--- src/rtl/assert_macros.svh ---
// Concurrent check helpers; sampled on clk, quiet while arst_n is low.
`ifndef ASSERT_MACROS_SVH
`define ASSERT_MACROS_SVH

`ifndef SYNTHESIS

`define ULU8_ASSERT_IMP(label, ante, cons) \
	label: assert property (@(posedge clk) disable iff (!arst_n) (ante) |-> (cons)) \
		else $error("ulu8 same-cycle check failed");

`define ULU8_ASSERT_NEXT(label, ante, cons) \
	label: assert property (@(posedge clk) disable iff (!arst_n) (ante) |=> (cons)) \
		else $error("ulu8 next-cycle check failed");

`else

`define ULU8_ASSERT_IMP(label, ante, cons)

`define ULU8_ASSERT_NEXT(label, ante, cons)

`endif

`endif

--- src/rtl/ulu8_pkg.sv ---
`default_nettype none

package ulu8_pkg;

	localparam int unsigned CP_W    = 21;
	localparam int unsigned MAX_RES = 3;

	typedef struct packed {
		logic [7:0] in_byte;
		logic       text_end;
	} in_item_t;

	typedef struct packed {
		logic [CP_W-1:0] code_point;
		logic            last_of_text;
	} out_item_t;

	// Results of one request, item 0 leaves first.
	typedef struct packed {
		logic [1:0]                    count;
		out_item_t [MAX_RES-1:0]       items;
	} res_set_t;

	typedef struct packed {
		logic [CP_W-1:0] cp;
		logic [2:0]      adv;
	} dec_t;

	// Open sequence plus the incoming byte, entry 0 is the lead.
	typedef logic [3:0][7:0] seq_buf_t;

	function automatic logic [1:0] follow_need(input logic [7:0] c);
		logic [1:0] n;
		n = 2'd0;
		if (c[7] == 1'b0)
			n = 2'd0;
		else if ((c & 8'hE0) == 8'hC0)
			n = 2'd1;
		else if ((c & 8'hF0) == 8'hE0)
			n = 2'd2;
		else if ((c & 8'hF8) == 8'hF0)
			n = 2'd3;
		return n;
	endfunction

	// Decode the sequence that starts at pos; raw lead when it does not fit in len.
	function automatic dec_t decode_at(input seq_buf_t sb, input logic [2:0] len,
			input logic [2:0] pos);
		dec_t       d;
		logic [7:0] c;
		logic [1:0] n;
		logic [3:0] reach;
		logic [5:0] f1, f2, f3;
		c     = sb[pos[1:0]];
		n     = follow_need(c);
		reach = {1'b0, pos} + {2'b00, n};
		f1    = sb[pos[1:0] + 2'd1][5:0];
		f2    = sb[pos[1:0] + 2'd2][5:0];
		f3    = sb[pos[1:0] + 2'd3][5:0];
		if (n == 2'd0 || reach >= {1'b0, len}) begin
			d.cp  = {{(CP_W-8){1'b0}}, c};
			d.adv = 3'd1;
		end else if (n == 2'd1) begin
			d.cp  = {10'd0, c[4:0], f1};
			d.adv = 3'd2;
		end else if (n == 2'd2) begin
			d.cp  = {5'd0, c[3:0], f1, f2};
			d.adv = 3'd3;
		end else begin
			d.cp  = {c[2:0], f1, f2, f3};
			d.adv = 3'd4;
		end
		return d;
	endfunction

endpackage

`default_nettype wire

--- src/rtl/ulu8_stream_if.sv ---
`default_nettype none

interface ulu8_stream_if #(parameter type payload_t = logic);
	logic     valid;
	logic     ready;
	payload_t payload;

	modport source (output valid, output payload, input ready);
	modport sink (input valid, input payload, output ready);
endinterface

`default_nettype wire

--- src/rtl/ulu8_decode.sv ---
`default_nettype none

module ulu8_decode (
	input  logic [2:0][7:0]     held_bytes,
	input  logic [1:0]          held_count,
	input  ulu8_pkg::in_item_t  item,
	output ulu8_pkg::res_set_t  res_set,
	output logic [2:0][7:0]     next_bytes,
	output logic [1:0]          next_count
);
	import ulu8_pkg::*;

	seq_buf_t   sb;
	logic [2:0] len;
	dec_t       d0, d1, d2;
	logic [3:0] pos1, pos2;
	logic [1:0] n_end;

	always_comb begin
		sb[0] = held_bytes[0];
		sb[1] = held_bytes[1];
		sb[2] = held_bytes[2];
		sb[3] = 8'h00;
		sb[held_count] = item.in_byte;
		len = {1'b0, held_count} + 3'd1;

		// chain of up to three sequences for an end-of-text flush
		d0   = decode_at(sb, len, 3'd0);
		pos1 = {1'b0, d0.adv};
		d1   = decode_at(sb, len, pos1[2:0]);
		pos2 = pos1 + {1'b0, d1.adv};
		d2   = decode_at(sb, len, pos2[2:0]);

		n_end = 2'd1;
		if (pos1 < {1'b0, len}) begin
			n_end = 2'd2;
			if (pos2 < {1'b0, len})
				n_end = 2'd3;
		end

		res_set.items[0].code_point   = d0.cp;
		res_set.items[1].code_point   = d1.cp;
		res_set.items[2].code_point   = d2.cp;
		res_set.items[0].last_of_text = 1'b0;
		res_set.items[1].last_of_text = 1'b0;
		res_set.items[2].last_of_text = 1'b0;
		next_bytes = sb[2:0];

		if (item.text_end) begin
			res_set.count = n_end;
			res_set.items[n_end - 2'd1].last_of_text = 1'b1;
			next_count = 2'd0;
		end else if (len == {1'b0, follow_need(sb[0])} + 3'd1) begin
			res_set.count = 2'd1;
			next_count    = 2'd0;
		end else begin
			// hold the byte, sequence still open
			res_set.count = 2'd0;
			next_count    = len[1:0];
		end
	end

endmodule

`default_nettype wire

--- src/rtl/ulu8_drain.sv ---
`default_nettype none

module ulu8_drain (
	input  logic                clk,
	input  logic                arst_n,
	input  logic                load,
	input  ulu8_pkg::res_set_t  res_set,
	output logic                free,
	ulu8_stream_if.source       out_ch
);
	import ulu8_pkg::*;

	out_item_t [MAX_RES-1:0] items_q;
	logic [1:0]              rem_q;
	logic [1:0]              rd_q;
	logic                    pop;

	assign out_ch.valid   = (rem_q != 2'd0);
	assign out_ch.payload = items_q[rd_q];
	assign pop            = out_ch.valid && out_ch.ready;
	assign free           = (rem_q == 2'd0) || (rem_q == 2'd1 && out_ch.ready);

	always_ff @(posedge clk or negedge arst_n) begin
		if (!arst_n) begin
			rem_q <= 2'd0;
			rd_q  <= 2'd0;
		end else if (load) begin
			rem_q <= res_set.count;
			rd_q  <= 2'd0;
		end else if (pop) begin
			rem_q <= rem_q - 2'd1;
			rd_q  <= rd_q + 2'd1;
		end
	end

	always_ff @(posedge clk) begin
		if (load)
			items_q <= res_set.items;
	end

endmodule

`default_nettype wire

--- src/rtl/lenient_utf8_decoder_top.sv ---
// Lenient UTF-8 decoder: one byte per request in, one code point per request out.
// byte_stream (sink) carries in_byte and text_end; code_stream (source) carries
// code_point and last_of_text. Both use valid/ready, a request moves when both
// are high at a rising edge of clk.
// A taken byte passes the input register, then the result register that drives
// code_stream, before its code point can leave. Throughput: one byte per cycle
// while the text runs and code_stream is ready; a byte that closes a sequence
// gives one code point, a byte that opens or extends one gives none. A text_end
// byte that cuts a sequence short flushes up to three code points, one per cycle
// from the result register, and the input side waits for them. Rate is set by
// the result register: one code point a cycle while code_stream is ready.
// arst_n low empties both registers and drops any open sequence; held bytes
// keep no reset value since they are read only under a nonzero count.
// When code_stream stalls, the result register holds, the input register
// fills, and byte_stream.ready falls until the result register drains.
`default_nettype none
`include "assert_macros.svh"

module lenient_utf8_decoder_top (
	input  logic           clk,
	input  logic           arst_n,
	ulu8_stream_if.sink    byte_stream,
	ulu8_stream_if.source  code_stream
);
	import ulu8_pkg::*;

	// input register stage
	in_item_t        item_s1;
	logic            valid_s1;
	logic            adv_s1;

	// open sequence
	logic [2:0][7:0] held_bytes_q;
	logic [1:0]      held_count_q;

	logic [2:0][7:0] next_bytes;
	logic [1:0]      next_count;
	res_set_t        res_set;
	logic            drain_free;

	// advance the staged byte once the result register can take its results
	assign adv_s1            = valid_s1 && drain_free;
	assign byte_stream.ready = !valid_s1 || adv_s1;

	always_ff @(posedge clk or negedge arst_n) begin
		if (!arst_n) begin
			valid_s1 <= 1'b0;
		end else if (byte_stream.valid && byte_stream.ready) begin
			valid_s1 <= 1'b1;
		end else if (adv_s1) begin
			valid_s1 <= 1'b0;
		end
	end

	always_ff @(posedge clk) begin
		if (byte_stream.valid && byte_stream.ready)
			item_s1 <= byte_stream.payload;
	end

	// commit the open sequence when the staged byte is consumed
	always_ff @(posedge clk or negedge arst_n) begin
		if (!arst_n) begin
			held_count_q <= 2'd0;
		end else if (adv_s1) begin
			held_count_q <= next_count;
		end
	end

	always_ff @(posedge clk) begin
		if (adv_s1)
			held_bytes_q <= next_bytes;
	end

	ulu8_decode u_decode (
		.held_bytes (held_bytes_q),
		.held_count (held_count_q),
		.item       (item_s1),
		.res_set    (res_set),
		.next_bytes (next_bytes),
		.next_count (next_count)
	);

	ulu8_drain u_drain (
		.clk     (clk),
		.arst_n  (arst_n),
		.load    (adv_s1),
		.res_set (res_set),
		.free    (drain_free),
		.out_ch  (code_stream)
	);

	// a held sequence never outgrows what its lead asks for
	`ULU8_ASSERT_IMP(a_held_fits_lead, held_count_q != 2'd0,
		follow_need(held_bytes_q[0]) >= held_count_q)
	// a staged byte that cannot advance stays put
	`ULU8_ASSERT_NEXT(a_stage_holds, valid_s1 && !adv_s1,
		valid_s1 && $stable(item_s1))
	// the end of a text always closes the open sequence
	`ULU8_ASSERT_NEXT(a_end_clears, adv_s1 && item_s1.text_end, held_count_q == 2'd0)
	// only a flush gives more than one code point
	`ULU8_ASSERT_IMP(a_single_mid_text, adv_s1 && !item_s1.text_end,
		res_set.count == 2'd0 || res_set.count == 2'd1)

endmodule

`default_nettype wire
--- src/flat_wrapper.sv ---
// flat-port wrapper written by rule: the top's interface ports become plain ports
module lenient_utf8_decoder_top_flat import ulu8_pkg::*;
  (clk, arst_n, byte_stream_valid, byte_stream_payload, byte_stream_ready, code_stream_valid, code_stream_payload, code_stream_ready);
  ulu8_stream_if byte_stream_i ();
  ulu8_stream_if code_stream_i ();
  input  logic clk;
  input  logic arst_n;
  input wire logic [$bits(byte_stream_i.valid)-1:0] byte_stream_valid;
  input wire logic [$bits(byte_stream_i.payload)-1:0] byte_stream_payload;
  output wire logic [$bits(byte_stream_i.ready)-1:0] byte_stream_ready;
  output wire logic [$bits(code_stream_i.valid)-1:0] code_stream_valid;
  output wire logic [$bits(code_stream_i.payload)-1:0] code_stream_payload;
  input wire logic [$bits(code_stream_i.ready)-1:0] code_stream_ready;
  assign byte_stream_i.valid = byte_stream_valid;
  assign byte_stream_i.payload = byte_stream_payload;
  assign byte_stream_ready = byte_stream_i.ready;
  assign code_stream_valid = code_stream_i.valid;
  assign code_stream_payload = code_stream_i.payload;
  assign code_stream_i.ready = code_stream_ready;
  lenient_utf8_decoder_top u_core (.clk(clk), .arst_n(arst_n), .byte_stream(byte_stream_i), .code_stream(code_stream_i));
endmodule
--- config.mk ---
export PLATFORM = sky130hd
export DESIGN_NAME = lenient_utf8_decoder_top_flat
export DESIGN_NICKNAME = d
export VERILOG_FILES = /design/src/rtl/ulu8_pkg.sv /design/src/rtl/ulu8_stream_if.sv /design/src/rtl/ulu8_decode.sv /design/src/rtl/ulu8_drain.sv /design/src/rtl/lenient_utf8_decoder_top.sv /design/src/flat_wrapper.sv
export VERILOG_INCLUDE_DIRS = /design/src /design/src/rtl
export SDC_FILE = /design/constraint.sdc
export NUM_CORES = 1
export LEC_CHECK = 0
export ABC_AREA = 1
export BUFFER_PORTS_ARGS = -buffer_cell sky130_fd_sc_hd__buf_2
export CAP_MARGIN = 20
export CORE_MARGIN = 4
export CORE_UTILIZATION = 30
export CTS_BUF_LIST = sky130_fd_sc_hd__clkbuf_4 sky130_fd_sc_hd__clkbuf_8 sky130_fd_sc_hd__clkbuf_16
export CTS_CLUSTER_SIZE = 40
export DETAILED_ROUTE_END_ITERATION = 7
export HOLD_SLACK_MARGIN = 0.05
export PLACE_DENSITY = 0.5
export SYNTH_ARGS = -nofsm -noshare
export SYNTH_HDL_FRONTEND = slang
export SYNTH_SLANG_ARGS = --single-unit
--- constraint.sdc ---
create_clock -name clk -period 6.8 [get_ports clk]
set_input_delay 1.36 -clock clk [delete_from_list [all_inputs] [get_ports clk]]
set_output_delay 1.36 -clock clk [all_outputs]
set_load 0.01 [all_outputs]
# Yosys cells after proc, flatten, opt, wreduce, memory -nomap -nowiden
# Index checks and enable logic that the tools add are counted.
word_totals:
  ramBits: 0
  ff_bits: 98
  romBits: 0
  input_bits: 5
  latch_bits: 0
  word_cells: 142
  mem_count: 0
classes:
  n_mul: 0
  n_reduce_logical: 19
  n_shift: 0
  muxes: 58
  bitwise_logic: 2
  magnitude_cmp: 18
  eq_ne: 17
  n_div: 0
  add_sub_neg: 14
ops:
  columns: ["op", "count"]
  rows:
  - ["$mux 24", 9]
  - ["$bmux 8 s2", 8]
  - ["$bwmux 66", 1]
  - ["$mux 66", 1]
  - ["$bmux 22 s2", 1]
  - ["$demux 22 s2", 1]
  - ["$mux 2", 21]
  - ["$mux 6", 6]
  - ["$lt 2x3->1 const B", 11]
  - ["$and 24x32->32", 1]
  - ["$not 32->32", 1]
  - ["$mux 8", 3]
  - ["$demux 8 s2", 1]
  - ["$eq 5x5->1 const B", 3]
  - ["$eq 4x4->1 const B", 3]
  - ["$eq 3x3->1 const B", 3]
  - ["$add 2x2->2 const B", 4]
  - ["$add 3x2->4", 2]
  - ["$eq 2x1->1 const B", 4]
  - ["$ge 4x3->1", 2]
  - ["$logic_not 2->1", 4]
  - ["$add 2x1->2 const B", 3]
  - ["$add 2x1->3 const B", 2]
  - ["$eq 2x2->1 const B", 3]
  - ["other kinds (12)", 30]

# Depth between registers and ports, before layout
depth:
  word_depth: 40
  depth_mapped: 39

# Modules after synthesis
# A second synthesis with hierarchy kept.
unflattened:
  cells_unflattened: 964
  hier_area_um2: 5831.8
by_module_without_submodules:
  columns: ["module", "cells_each", "area_each_um2", "seq_area_each_um2", "n_inst"]
  rows:
  - ["ulu8_decode", 881, 4589.4, 0.0, 1]
  - ["lenient_utf8_decoder_top", 42, 884.6, 825.8, 1]
  - ["ulu8_drain", 41, 357.8, 190.2, 1]

# Worst setup path before layout
# No wires, ideal clock.
synth_path:
  path_type: "reg2reg"
  startpoint: "register u_core.held_count_q[0]"
  endpoint: "register u_core.u_drain.items_q[22] (netlist bit), data pin"
  n_path_buf: 0
  path_stages_with_launch: 35
  setup_slack_ns: 1.307
  setup_time_ns: 0.253
  arrival_time_ns: 5.240
  period_less_slack_ns: 5.493
  t_required_ns: 6.547
  cell_sequence: "dfrtp_1 inv_1 ha_1 inv_1 nand2_1 nor2_1 o21ai_0 ha_1 inv_1 nand2_1 nand2_1 nand2_2 nand2_4 nand2_2 nor2_4 inv_2 nand3_1 nand2_1 nand2_1 inv_1 ha_1 fa_1 xor2_1 ha_1 a211oi_1 nand3_2 or2_1 ha_1 fa_1 ha_1 o21a_1 o21ai_0 nand2_1 nand4_1 inv_1"
synth_between:
  elab_chain_cells: 36
  elab_cells_between_ends: 53
  cone_classes: "add/sub: 4; order compare: 8; eq/ne: 10; mux: 23; bitwise: 2; reduce/logical: 6"
synth_rtl:
  columns: ["item", "line", "source"]
  rows:
  - ["start: declaration", "lenient_utf8_decoder_top.sv:34", "logic [1:0] held_count_q;"]
  - ["start signal: assignment", "lenient_utf8_decoder_top.sv:65", "held_count_q <= next_count;"]
  - ["$lt 2x3->1 (implied by the code) or $ge 2x1->1 (tied branches)", "ulu8_decode.sv:24", "sb[held_count] = item.in_byte;"]
  - ["$logic_and 1x1->1 (implied by the code)", "ulu8_decode.sv:24", null]
  - ["$mux 8 (implied by the code)", "ulu8_decode.sv:24", null]
  - ["$demux 8 s2", "ulu8_decode.sv:24", null]
  - ["$not 32->32 (no line)", null, null]
  - ["$and 24x32->32 (no line)", null, null]
  - ["$eq 5x5->1", "ulu8_pkg.sv:41", "else if ((c & 8'hF8) == 8'hF0)"]
  - ["$mux 2", "ulu8_pkg.sv:41", null]
  - ["[... 20 more ...]", null, null]
  - ["$mux 1", "ulu8_decode.sv:37", "if (pos2 < {1'b0, len})"]
  - ["$mux 2 *", "ulu8_decode.sv:35", "if (pos1 < {1'b0, len}) begin"]
  - ["$sub 2x1->2 *", "ulu8_decode.sv:51", "res_set.items[n_end - 2'd1].last_of_text = 1'b1;"]
  - ["$lt 2x3->1 (implied by the code) or $ge 2x1->1 (tied branches)", "ulu8_decode.sv:51", null]
  - ["$logic_and 1x1->1 (implied by the code)", "ulu8_decode.sv:51", null]
  - ["$mux 1 (implied by the code)", "ulu8_decode.sv:51", null]
  - ["$demux 22 s2 *", "ulu8_decode.sv:51", null]
  - ["$bwmux 66 *", "ulu8_decode.sv:51", null]
  - ["end signal: assignment", "ulu8_drain.sv:38", "items_q <= res_set.items;"]
  - ["end: declaration", "ulu8_drain.sv:13", "out_item_t [MAX_RES-1:0] items_q;"]
# Every way passes the cells marked *; elsewhere a longest branch is shown, timed or not. The select of a mux whose other input is x is not followed.
# A chain may end at the register's enable or synchronous reset.

# Worst setup path after layout
# Same ends and word-level chain as after synthesis.

==> run metrics <==
outcome=complete, no violations; fmax=0.164 GHz; Chip Width=86.8 um; Worst Path Required=approximately 6.8 ns; post-synthesis async set-or-reset flop share=between 20% and 30%; Critical Path Sink Type=flop; dpl hpwl=2.75 mm; Core Footprint=5960 um^2; Worst Hold Launch=u_core.held_bytes_q[15]; Warnings, synthesis=0; DR pass1 iterations=4; Slowest-stage cell, CP=fa_1; worst setup margin=0.707 ns; post-cts gate resize count=0; post-synth cell types=28; Area Growth Syn to Fin=11.2%; Syn Nets=251; Worst-Skew Late Latency=0.27 ns; cts hold-fix bufs=0; Max IR drop VDD=0.000123 V; Syn Inst Count=219; pwr/cell area=around 420 nW/um^2; vias in the first global route=about 1300; Detailed Route WL=3.47 mm; Post-CTS Setup Inserts=0; CTS Buf Count=3; H-tree depth=1; CTS tree=built; crit-path leading delay family=adder cells; number of synthesized flops with an enable pin=19; Syn Area/Cell=8.50 um^2; drt drc=0; vias post-DR=roughly 1400; DR WL/cell=around 11 um; CTS root buf=clkbuf_8; Setup Skew=0.00132 ns; ys flop type=edfxtp_1; drt first-iter violations=82; post-DR vias/cell=approximately 4.5; max-cap viol count=0; # nets final=264; max incr delay on CP=approximately 0.44 ns; crit path DAT=6.13 ns; Initial Utilization=31.3%; pin count of the biggest net entering global routing=24; area of the mapped netlist=roughly 1900 um^2; first-pass GRT wire length=6.04 mm; Multi-input gate area=933 um^2; register area=746 um^2; worst slew pin tran=between 0.4 and 0.5 ns; Seq/Total Area, Yosys=40.1%; worst-path fanout max=7; antenna cells=0; antenna viol nets, final=0; CP Buf/Inv Count=6; standard-cell rows=28; PortBufs=7; Slew Limit Fails=0; Tcrit/Tclk final=89.6%; initial antenna violation count=0; Critical Path Source=u_core.held_count_q[0]; Hold Vio Cnt, Final=0; Setup TNS=0 ns; RD Place Congestion=0.778; Max Root-Sink Buffers=2; clk sinks=26; share of cells above drive strength 1=10.8%; Critical Path Source Type=flop; static leakage=between 1 and 1.5 nW; RR Startpoint=u_core.held_count_q[0]; fillers=approximately 630; critical path class=reg2reg; Synth Register Bits=26; dpl ws=0.661 ns; die area=roughly 7500 um^2; Final setup viols=0; Die Y=86.8 um; Max-slew headroom=67.8%; GRT Residual Overflow=0; I/O Pins=8; Min Clock Period, post-route=6.09 ns; Clk pin slew, worst setup/hold paths=0.10 ns; RSZ-0062 raised after global routing=false; GR Util All Layers=10.1%; Worst Hold Class=reg2reg
## through the flow
stage | area (um^2) | instances | utilization, % | power [W] | hold WS, ns
5_1_grt | 2070 | 306 | 34.7 | 0.000964 | 0.559
4_1_cts | 2070 | 306 | 34.7 | 0.000876 | 0.551
3_5_place_dp | 2000 | 302 | 33.6 | 0.000743 | 0.526
6_report | 2070 | 306 | 34.7 | 0.000864 | 0.549
3_3_place_gp | 2000 | 302 | 33.6 | 0.000737 | 0.524
2_1_floorplan | 1860 | 219 | - | 0.000630 | 0.495
## power breakdown
| part | leakage (nW) | switching, W | total (W) | internal [W] |
|---|---|---|---|---|
| clock network | 0.0357 | 0.0000521 | 0.000131 | 0.0000788 |
| logic | 0.739 | 0.000284 | 0.000442 | 0.000158 |
| registers | 0.267 | 0.0000282 | 0.000291 | 0.000263 |
## cell families after synthesis
group / synth area share [%]
adders and majority gates: 19.0
and+or+nand+nor: 23.3
buffers and inverters: 9.81
DFF: 40.1
xor gates and xnor gates: 0.941
AOI/OAI and AO/OA: 6.92
## synth_stat cells, types with 2 or more instances
master,number,area share (%)
inv_1,45,9.1
nand2_1,36,7.3
nor2_1,29,5.8
ha_1,25,17
edfxtp_1,19,31
nand3_1,11,3.0
a21oi_1,9,2.4
dfrtp_1,7,9.4
o21ai_0,7,1.9
nand4_1,6,2.0
nand2_2,3,1.0
fa_1,2,2.2
inv_2,2,0.40
nand3_2,2,1.1
nor2_2,2,0.67
xor2_1,2,0.94
## layer usage
layer	part of all wire, %	global-route usage [%]	up-vias
li1	-	-	732
met1	50	13.3	617
met2	46	17.0	12
met3	2.3	1.24	4
met4	2.0	3.82	0
met5	0	0	-
## worst paths after layout
check / endpoint / slack [ns] / depth (start not counted)
max: u_core.u_drain.items_q[22] / 0.71 / 34
min: u_core.held_bytes_q[15] / 0.55 / 2
max reg2reg: u_core.u_drain.items_q[22] / 0.71 / 34
min reg2reg: u_core.held_bytes_q[15] / 0.55 / 2
max in group asynchronous: u_core.held_count_q[0] / 5.75 / 1
min in group asynchronous: u_core.valid_s1 / 0.90 / 1
## registers in the layout, indices dropped and copies added (netlist names)
name                    flops
u_core.held_bytes_q        15
u_core.u_drain.items_q      3
u_core.held_count_q         2
u_core.u_drain.rd_q         2
u_core.u_drain.rem_q        2
u_core.item_s1              1
u_core.valid_s1             1
## cells in the final DEF (no fill, tap or decap), types with 2 or more instances in the layout
cell / instances
ha_1: 25
clkbuf_8: 3
dfrtp_1: 7
buf_2: 7
a21oi_1: 9
nand3_1: 11
inv_2: 2
xor2_1: 2
nand2_1: 36
nor2_2: 2
nand2_2: 3
nand4_1: 6
fa_1: 2
edfxtp_1: 19
nor2_1: 29
inv_1: 45
o21ai_0: 7
nand3_2: 2
## cell type report
type	count	area share, %
Sequential cell	26	36.0
Clock inverter	1	1.45
Multi-Input combinational cell	145	45.1
Timing Repair Buffer	8	2.06
Tap cell	75	4.53
Clock buffer	3	2.00
Inverter	48	8.83
## worst reg2reg max path: cells and delay by family, from the launching register on
family	cells	cell delay, ns
AOI/OAI and AO/OA	4	0.70
adders and majority gates	8	2.44
DFF	1	0.43
buffers and inverters	6	0.48
and+or+nand+nor	15	1.64
xor gates and xnor gates	1	0.17
Power figures use the tool's default switching activity.
